File: config.mk
export PLATFORM = sky130hd
export DESIGN_NAME = hall_period_speed_angle_estimator_unit
export DESIGN_NICKNAME = d
export VERILOG_FILES = /design/src/hw/rtl/hpsa_pkg.sv /design/src/hw/rtl/hpsa_div.sv /design/src/hw/rtl/hall_period_speed_angle_estimator_unit.sv
export SDC_FILE = /design/constraint.sdc
export NUM_CORES = 1
export LEC_CHECK = 0
export ABC_AREA = 1
export BUFFER_PORTS_ARGS = -buffer_cell sky130_fd_sc_hd__buf_2
export CAP_MARGIN = 0
export CORE_UTILIZATION = 60
export DETAILED_ROUTE_END_ITERATION = 16
export HOLD_SLACK_MARGIN = 0.12
export PLACE_DENSITY = 0.77
export RECOVER_POWER = 100
export SYNTH_ARGS = -nofsm -noshare
export SYNTH_HDL_FRONTEND = slang
export SYNTH_SLANG_ARGS = --single-unit
File: constraint.sdc
create_clock -name clk -period 8 [get_ports clk]
set_input_delay 1.2 -clock clk [delete_from_list [all_inputs] [get_ports clk]]
set_output_delay 1.2 -clock clk [all_outputs]
set_load 0.1 [all_outputs]
File: src/hw/rtl/hpsa_pkg.sv
// Package for the hall period, speed and angle estimator.
// Holds the field widths, counter limits and the state encoding.
// No dependencies; used by hpsa_div and the top level.
package hpsa_pkg;

  localparam int COUNT_WIDTH = 32;
  localparam int ANGLE_BITS  = 16;
  localparam int SCALE_W     = 32;
  localparam int SPEED_W     = 32;
  localparam int ANGLE_W     = ANGLE_BITS + 1;

  // The divider handles both the speed and the angle division.
  localparam int DIV_W   = (COUNT_WIDTH > SCALE_W) ? COUNT_WIDTH : SCALE_W;
  localparam int STEP_W  = $clog2(DIV_W + 1);

  localparam logic [SCALE_W-1:0]     SCALE_RESET = SCALE_W'(100530965);
  localparam logic [COUNT_WIDTH-1:0] COUNT_MAX   = {COUNT_WIDTH{1'b1}};
  localparam logic [ANGLE_BITS-1:0]  HALF_TURN   = ANGLE_BITS'(1) << (ANGLE_BITS - 1);

  localparam logic [STEP_W-1:0] SPEED_STEPS = STEP_W'(DIV_W);
  localparam logic [STEP_W-1:0] ANGLE_STEPS = STEP_W'(ANGLE_BITS);

  typedef enum logic [4:0] {
    ST_IDLE  = 5'b00001,
    ST_EVAL  = 5'b00010,
    ST_SPEED = 5'b00100,
    ST_ANGLE = 5'b01000,
    ST_DONE  = 5'b10000
  } state_t;

  // Command to the serial divider.
  typedef struct packed {
    logic              start;
    logic [STEP_W-1:0] steps;
    logic [DIV_W-1:0]  rem_init;
    logic [DIV_W-1:0]  num_init;
    logic [DIV_W-1:0]  den;
  } div_cmd_t;

endpackage

File: src/hw/rtl/hpsa_div.sv
// Bit-serial restoring divider: one quotient bit per clock cycle.
// Shared by the speed and the angle computations of the estimator.
// Depends on hpsa_pkg.
module hpsa_div (
  input  logic                       clk,
  input  logic                       rst,
  input  hpsa_pkg::div_cmd_t         cmd,
  output logic                       done,
  output logic [hpsa_pkg::DIV_W-1:0] quot
);

  logic [hpsa_pkg::DIV_W-1:0]  rem;
  logic [hpsa_pkg::DIV_W-1:0]  num;
  logic [hpsa_pkg::DIV_W-1:0]  den;
  logic [hpsa_pkg::STEP_W-1:0] cnt;
  logic                        busy;

  logic [hpsa_pkg::DIV_W:0] trial;
  logic [hpsa_pkg::DIV_W:0] diff;
  logic                     qbit;

  // The remainder is always below the divisor, so the shifted trial fits.
  assign trial = {rem, num[hpsa_pkg::DIV_W-1]};
  assign diff  = trial - {1'b0, den};
  assign qbit  = (trial >= {1'b0, den});

  always_ff @(posedge clk) begin
    if (rst) begin
      busy <= 1'b0;
      done <= 1'b0;
      cnt  <= '0;
    end else begin
      done <= 1'b0;
      if (cmd.start) begin
        busy <= 1'b1;
        cnt  <= cmd.steps;
      end else if (busy) begin
        cnt <= cnt - 1'b1;
        if (cnt == hpsa_pkg::STEP_W'(1)) begin
          busy <= 1'b0;
          done <= 1'b1;
        end
      end
    end
  end

  always_ff @(posedge clk) begin
    if (cmd.start) begin
      rem  <= cmd.rem_init;
      num  <= cmd.num_init;
      den  <= cmd.den;
      quot <= '0;
    end else if (busy) begin
      rem  <= qbit ? diff[hpsa_pkg::DIV_W-1:0] : trial[hpsa_pkg::DIV_W-1:0];
      num  <= {num[hpsa_pkg::DIV_W-2:0], 1'b0};
      quot <= {quot[hpsa_pkg::DIV_W-2:0], qbit};
    end
  end

endmodule

File: src/hw/rtl/hall_period_speed_angle_estimator_unit.sv
// Top level of the hall period, speed and angle estimator.
// Depends on hpsa_pkg and hpsa_div.
//
// Usage:
// Each input beat on in_valid/in_stall is one tick of the time base; edge_req
// marks the tick in which the once-per-revolution hall edge arrived. Every
// input beat yields exactly one output beat on out_valid/out_stall carrying
// speed (unsigned Q28.4 rad/s), angle (signed, half the range is pi) and
// period_known.
// A tick with an edge that closes a revolution runs a 32-step bit-serial
// division for the speed. Other ticks with a known period that has not
// yet elapsed run a 16-step division for the angle. Ticks before a period
// is known, and overdue ticks, skip the division.
// One tick is handled at a time; in_stall is high while a tick is in work.
// The result register lets the next tick be taken while a result waits; if
// the receiver still stalls when the next result is ready, the block holds
// it and keeps in_stall high. cfg_wr_en writes speed_scale; write it only
// while idle. Synchronous reset clears the counters, the period and the
// speed, and sets speed_scale to its default.
module hall_period_speed_angle_estimator_unit (
  input  logic                           clk,
  input  logic                           rst,
  input  logic                           cfg_wr_en,
  input  logic [hpsa_pkg::SCALE_W-1:0]   cfg_wr_data,
  input  logic                           in_valid,
  output logic                           in_stall,
  input  logic                           edge_req,
  output logic                           out_valid,
  input  logic                           out_stall,
  output logic [hpsa_pkg::SPEED_W-1:0]   speed,
  output logic signed [hpsa_pkg::ANGLE_W-1:0] angle,
  output logic                           period_known
);

  hpsa_pkg::state_t state, state_next;

  logic [hpsa_pkg::SCALE_W-1:0]     speed_scale;
  logic [hpsa_pkg::COUNT_WIDTH-1:0] elapsed;
  logic [hpsa_pkg::COUNT_WIDTH-1:0] period;
  logic                             seen_edge;
  logic [hpsa_pkg::SPEED_W-1:0]     speed_value;
  logic                             spd_pend;
  logic [hpsa_pkg::ANGLE_W-1:0]     angle_res;

  logic [hpsa_pkg::COUNT_WIDTH-1:0] el_inc;
  logic                             in_beat;
  logic                             known;
  logic                             out_free;

  hpsa_pkg::div_cmd_t          cmd;
  logic                        div_done;
  logic [hpsa_pkg::DIV_W-1:0]  quot;
  logic [hpsa_pkg::ANGLE_BITS-1:0] p;

  hpsa_div u_div (
    .clk  (clk),
    .rst  (rst),
    .cmd  (cmd),
    .done (div_done),
    .quot (quot)
  );

  assign in_stall = (state != hpsa_pkg::ST_IDLE);
  assign in_beat  = in_valid && !in_stall;
  assign known    = (period != '0);
  assign out_free = !out_valid || !out_stall;
  assign el_inc   = (elapsed == hpsa_pkg::COUNT_MAX) ? elapsed : elapsed + 1'b1;
  assign p        = quot[hpsa_pkg::ANGLE_BITS-1:0];

  always_comb begin
    state_next   = state;
    cmd.start    = 1'b0;
    cmd.steps    = hpsa_pkg::ANGLE_STEPS;
    cmd.rem_init = hpsa_pkg::DIV_W'(elapsed);
    cmd.num_init = '0;
    cmd.den      = hpsa_pkg::DIV_W'(period);
    unique case (state)
      hpsa_pkg::ST_IDLE: begin
        if (in_beat) begin
          state_next = hpsa_pkg::ST_EVAL;
        end
      end
      hpsa_pkg::ST_EVAL: begin
        if (spd_pend) begin
          cmd.start    = 1'b1;
          cmd.steps    = hpsa_pkg::SPEED_STEPS;
          cmd.rem_init = '0;
          cmd.num_init = hpsa_pkg::DIV_W'(speed_scale);
          state_next   = hpsa_pkg::ST_SPEED;
        end else if (known && (elapsed < period)) begin
          cmd.start  = 1'b1;
          state_next = hpsa_pkg::ST_ANGLE;
        end else begin
          state_next = hpsa_pkg::ST_DONE;
        end
      end
      hpsa_pkg::ST_SPEED: begin
        if (div_done) begin
          state_next = hpsa_pkg::ST_DONE;
        end
      end
      hpsa_pkg::ST_ANGLE: begin
        if (div_done) begin
          state_next = hpsa_pkg::ST_DONE;
        end
      end
      hpsa_pkg::ST_DONE: begin
        if (out_free) begin
          state_next = hpsa_pkg::ST_IDLE;
        end
      end
      default: begin
        state_next = hpsa_pkg::ST_IDLE;
      end
    endcase
  end

  always_ff @(posedge clk) begin
    if (rst) begin
      state       <= hpsa_pkg::ST_IDLE;
      speed_scale <= hpsa_pkg::SCALE_RESET;
      elapsed     <= '0;
      period      <= '0;
      seen_edge   <= 1'b0;
      speed_value <= '0;
      spd_pend    <= 1'b0;
      out_valid   <= 1'b0;
    end else begin
      state <= state_next;
      if (cfg_wr_en) begin
        speed_scale <= cfg_wr_data;
      end
      if (in_beat) begin
        spd_pend <= edge_req && seen_edge;
        if (edge_req) begin
          if (seen_edge) begin
            period <= el_inc;
          end
          seen_edge <= 1'b1;
          elapsed   <= '0;
        end else begin
          elapsed <= el_inc;
        end
      end
      if (state == hpsa_pkg::ST_SPEED && div_done) begin
        speed_value <= quot[hpsa_pkg::SPEED_W-1:0];
      end
      if (state == hpsa_pkg::ST_DONE && out_free) begin
        out_valid <= 1'b1;
      end else if (!out_stall) begin
        out_valid <= 1'b0;
      end
    end
  end

  // Angle result. After an edge the elapsed count is zero, so the angle is
  // zero; an overdue edge clamps to a full turn, which also wraps to zero.
  always_ff @(posedge clk) begin
    if (state == hpsa_pkg::ST_EVAL) begin
      angle_res <= '0;
    end else if (state == hpsa_pkg::ST_ANGLE && div_done) begin
      angle_res <= (p > hpsa_pkg::HALF_TURN) ? {1'b1, p} : {1'b0, p};
    end
  end

  always_ff @(posedge clk) begin
    if (state == hpsa_pkg::ST_DONE && out_free) begin
      speed        <= speed_value;
      angle        <= angle_res;
      period_known <= known;
    end
  end

endmodule
==> results.env <==
R2R_END='u_div.rem[24]$_DFFE_PP_'
POST_SYNTH_NUM_CELL_TYPES=44
RR_WORST_DEPTH=16
SLEW-LIMIT-HEADROOM=-0.9314
NET_TOTAL_IN_THE_FINAL_LAYOUT=2231
PLACEMENT_ROWS=60
IO_BUFFERS=89
REG2REG_SETUP_SLACK_NS=2.83
GR-USAGE-ALL-LAYERS=0.2897
N_ANTENNA_CELL=0
MAXSLEWVIOLCOUNT=218
CP_TOP_FAMILY='simple AND/OR/NAND/NOR gates'
DESIGN_AREA_MM2=0.01824
HTREEDEPTH=2
SYNTH_SEQ_CELLS=339
CP_COMMON_CELL='inv_1'
GRT_START_MAX_NET_PINS=96
NUMBER_OF_STAGES_ON_THE_WORST_SETUP_PATH=8
SYNTH.YOSYS.WARNINGS=0
FIRST_PASS_ITERS=6
FINAL_PERIOD_MINUS_WORST_SETUP_SLACK_NS=5.273
MAX_FCLK_GHz=0.1896
CRITICAL_PATH_LAUNCH_POINT_TYPE='input port'
POST-CTS-SETUP-BUFFER-COUNT=0
CLOCK_TREE_FROM_TRITONCTS='yes'
DRT.ANTENNA.VIOLATING_NETS=0
HOLD-PATH-CELL-COUNT=0
POST-DP-HPWL_UM=29240
FLOORPLAN.IO_PINS=90
STATUS='finished, violations left'
DIE_AREA_MM2=0.02847
PRECTSSETUPSLACK_NS=4.495
CRITICAL-PATH-SLOWEST-CELL='nand4_1'
CP_DATA_ARRIVAL_TIME_NS=5.65
POWER_PER_CELL_AREA_mW_PER_MM2=217.7
VDD_DROP_MAX_mV=0.1724
NETLIST_TOP_CELLS_AREA='edfxtp_1 (26%), dfxtp_1 (23%), nand2_1 (14%)'
SYNTH_TOP_AREA_CELL='edfxtp_1'
DRT_ITER0_MARKERS=1415
INITIAL_UTILIZATION=0.6155
POST_ROUTE_CELLS_DRIVE_ABOVE_1_SHARE=0.06555
CLOCKBUFFERDEPTH=3
SYNTH-SEQ-AREA-SHARE=0.4945
POSTSYNTHAREAPERCELL_UM2=8.031
NUMBER_OF_ANTENNA_VIOLATIONS_AT_THE_FIRST_CHECK_IN_GLOBAL_ROUTING=0
VIOLATIONS_IN_THE_FINAL_REPORTS='max-capacitance violations, max-slew violations'
CP_DATA_REQUIRED_TIME_NS=8.38
TIMING.CLOCK.SKEW_NS=0.03747
DIEHEIGHT_UM=168.7
GLOBALPLACE.CONGESTION=0.9881
ROUTED_WIRELENGTH_UM=40900
P_LEAK_nW=7.806
WORST-PATH-BUF-INV=4
CAP_VIOL_MAX_COUNT=5
ROUTED-VIA-COUNT=13859
CLKTRANSATPATHREGS_NS=0.06
CRIT_FANOUT=42
TIMING.FINAL.HOLD_VIOLATIONS=0
PLACEABLECOREAREA_MM2=0.02710
CRITICAL_PATH.ENDPOINT_TYPE='register'
WORSTSETUPPATHTYPE='input port to register'
TIMING.FINAL.CRIT_SHARE=0.6591
FILLERS=2281
SYN_NETS=2182
HOLD_BUFS_AT_CTS=0
CHIPWIDTH_UM=168.7
RSZ0062_AT_GRT='false'
STARTPOINT='in_valid'
CP_CELL_SEQUENCE='clkbuf_1 -> nand4_1 -> inv_1 -> nand2_1 -> nor2_1 -> inv_1 -> o21ai_0 -> inv_1'
PLACED_CELL_AREA_MM2=0.01727
GRT_PASS1_WL_UM=66090
DETAIL_ROUTE.WL_PER_CELL_UM=16.21
DRC=0
SYNTHTOLAYOUTAREAGROWTH_PCT=9.331
POST_CTS.RESIZED_INSTANCES=0
SYNTHESIS.AREA_MM2=0.01668
CTSROOTBUFFERMASTER='clkbuf_16'
LAYOUT_SETUP_WS_NS=2.727
GRT.OVERFLOW.TOTAL=0
MAX_STAGE_DELAY_NS=1.29
CLK-INSERTION-DELAY-LATE_NS=0.53
MIN_PATH_TYPE='register to register'
SYN-INSTANCE-COUNT=2077
CLOCK_BUFFERS_CREATED_BY_TRITONCTS=34
CTS_NUM_SINKS=339
YOSYSTOPAREACELLSHARE=0.2628
R2R_START='u_div.rem[24]$_DFFE_PP_'
FIRST_GLOBAL_VIAS=12858
FINALSETUPVIOLATIONS=0
FIN_SETUP_TNS_NS=0
ROUTE.DETAILED.VIAS_PER_INST=5.493
CRIT_END='period[17]$_SDFFE_PP0P_'
TRANSITION_TIME_AT_THE_PIN_WITH_THE_LEAST_SLEW_MARGIN_NS=2.897
[kinds of logic (layout without fill, tap and decap cells)]
group	Yosys count	after routing	synth area share
adder cells (fa/ha/maj)	67	67	0.05071
AND/OR/NAND/NOR	1001	1001	0.2542
buffers and inverters	287	361	0.07066
flip-flops	339	339	0.4945
AO/OA/AOI/OAI	339	339	0.1068
XOR/XNOR	44	44	0.02310
[placed cells by master (no fill, tap or decap), types with 2 or more instances in the layout]
cell,instances
xnor2_1,12
clkbuf_1,64
o21ai_0,112
buf_4,4
nor2_2,9
nand2_1,645
dfxtp_1,193
nand3_2,12
o21ai_2,2
nor4_1,7
clkbuf_8,2
nor2_1,152
a21o_1,8
a21oi_2,2
nand3_1,110
a21oi_1,191
inv_2,5
xor2_1,32
buf_2,36
nand2_2,8
clkinv_2,10
o21ai_1,2
nand4_1,25
ha_1,66
inv_1,193
o21a_1,5
clkinv_8,2
edfxtp_1,146
o21bai_1,2
clkinv_1,6
nor2_4,3
clkbuf_16,38
or2_2,2
a31oi_1,9
o211ai_1,3
nor3_1,23
nor3_4,2
[worst register-to-register path, delay by kind of cell (launching register included)]
| family | cells | cell delay [ns] |
|---|---|---|
| flops | 1 | 0.44 |
| simple gates | 11 | 2.57 |
| buf+inv | 3 | 1.37 |
| fa+ha+maj | 1 | 0.41 |
| compound gates | 1 | 0.13 |
[where the power goes]
group / switching (mW) / leakage [nW] / internal (mW)
Clock: 0.671 / 0.558 / 0.888
Sequential: 0.0625 / 2.95 / 1.91
Combinational: 0.321 / 4.29 / 0.122
[registers in the layout, indices dropped and copies added, names as in the netlist, 5 cells and up]
signal and flops:
u_div.den 32, speed_value 32, elapsed 32, angle_res 17
speed 32, u_div.quot 32, u_div.rem 32, state 5
angle 17, period 32, u_div.num 32, speed_scale 32
u_div.cnt 6
[per-layer routing]
metal  up-vias  GRT usage  part of all wire
li1       6922          -                 -
met1      6389     0.4168              0.46
met2       470     0.4468              0.44
met3        78    0.04325             0.067
met4         0    0.09921             0.030
met5         -          0                 0
[cell usage after synthesis, drive strengths merged]
cell    number
xnor2       12
a21boi       1
o21ai      116
nor2       164
or2          2
o41ai        1
o211ai       3
nand3      122
nand2      654
xor2        32
nand4       27
dfxtp      193
o21a         5
nor4         7
a31oi        9
a21o         8
edfxtp     146
nor3        25
buf         39
o21bai       2
inv        199
a21oi      193
a211oi       1
ha          66
fa           1
clkbuf      49
[cell type report]
type                    count  area, um2  share of cell area
flip-flops and latches    339       8248              0.4523
multi-input cells        1451       7216              0.3957
clock buffers              43      989.7             0.05427
inverters                 199      747.0             0.04096
well taps                 372      465.4             0.02552
repair buffers            101      439.2             0.02408
clock inverters            18      131.4            0.007204
[through the flow]
stage,hold slack [ns],utilization,total power [mW],cells
2_1_floorplan,0.4030,-,2.325,2077
3_3_place_gp,0.4096,0.6372,2.434,2462
3_5_place_dp,0.4131,0.6372,2.446,2462
4_1_cts,0.4149,0.6785,3.994,2523
5_1_grt,0.4313,0.6729,4.117,2523
6_report,0.4203,0.6729,3.970,2523
[worst min-delay path by stage]
stage                                       from  slack [ns]             endpoint
floorplan              angle_res[0]$_SDFFE_PP0P_        0.40   angle[0]$_DFFE_PP_
global placement       angle_res[6]$_SDFFE_PP0P_        0.41   angle[6]$_DFFE_PP_
detailed placement   speed_value[5]$_SDFFE_PP0P_        0.41   speed[5]$_DFFE_PP_
CTS                 speed_value[23]$_SDFFE_PP0P_        0.41  speed[23]$_DFFE_PP_
global route         speed_value[5]$_SDFFE_PP0P_        0.43   speed[5]$_DFFE_PP_
finish              speed_value[23]$_SDFFE_PP0P_        0.42  speed[23]$_DFFE_PP_
No activity file was read; power rests on OpenSTA's default activity.
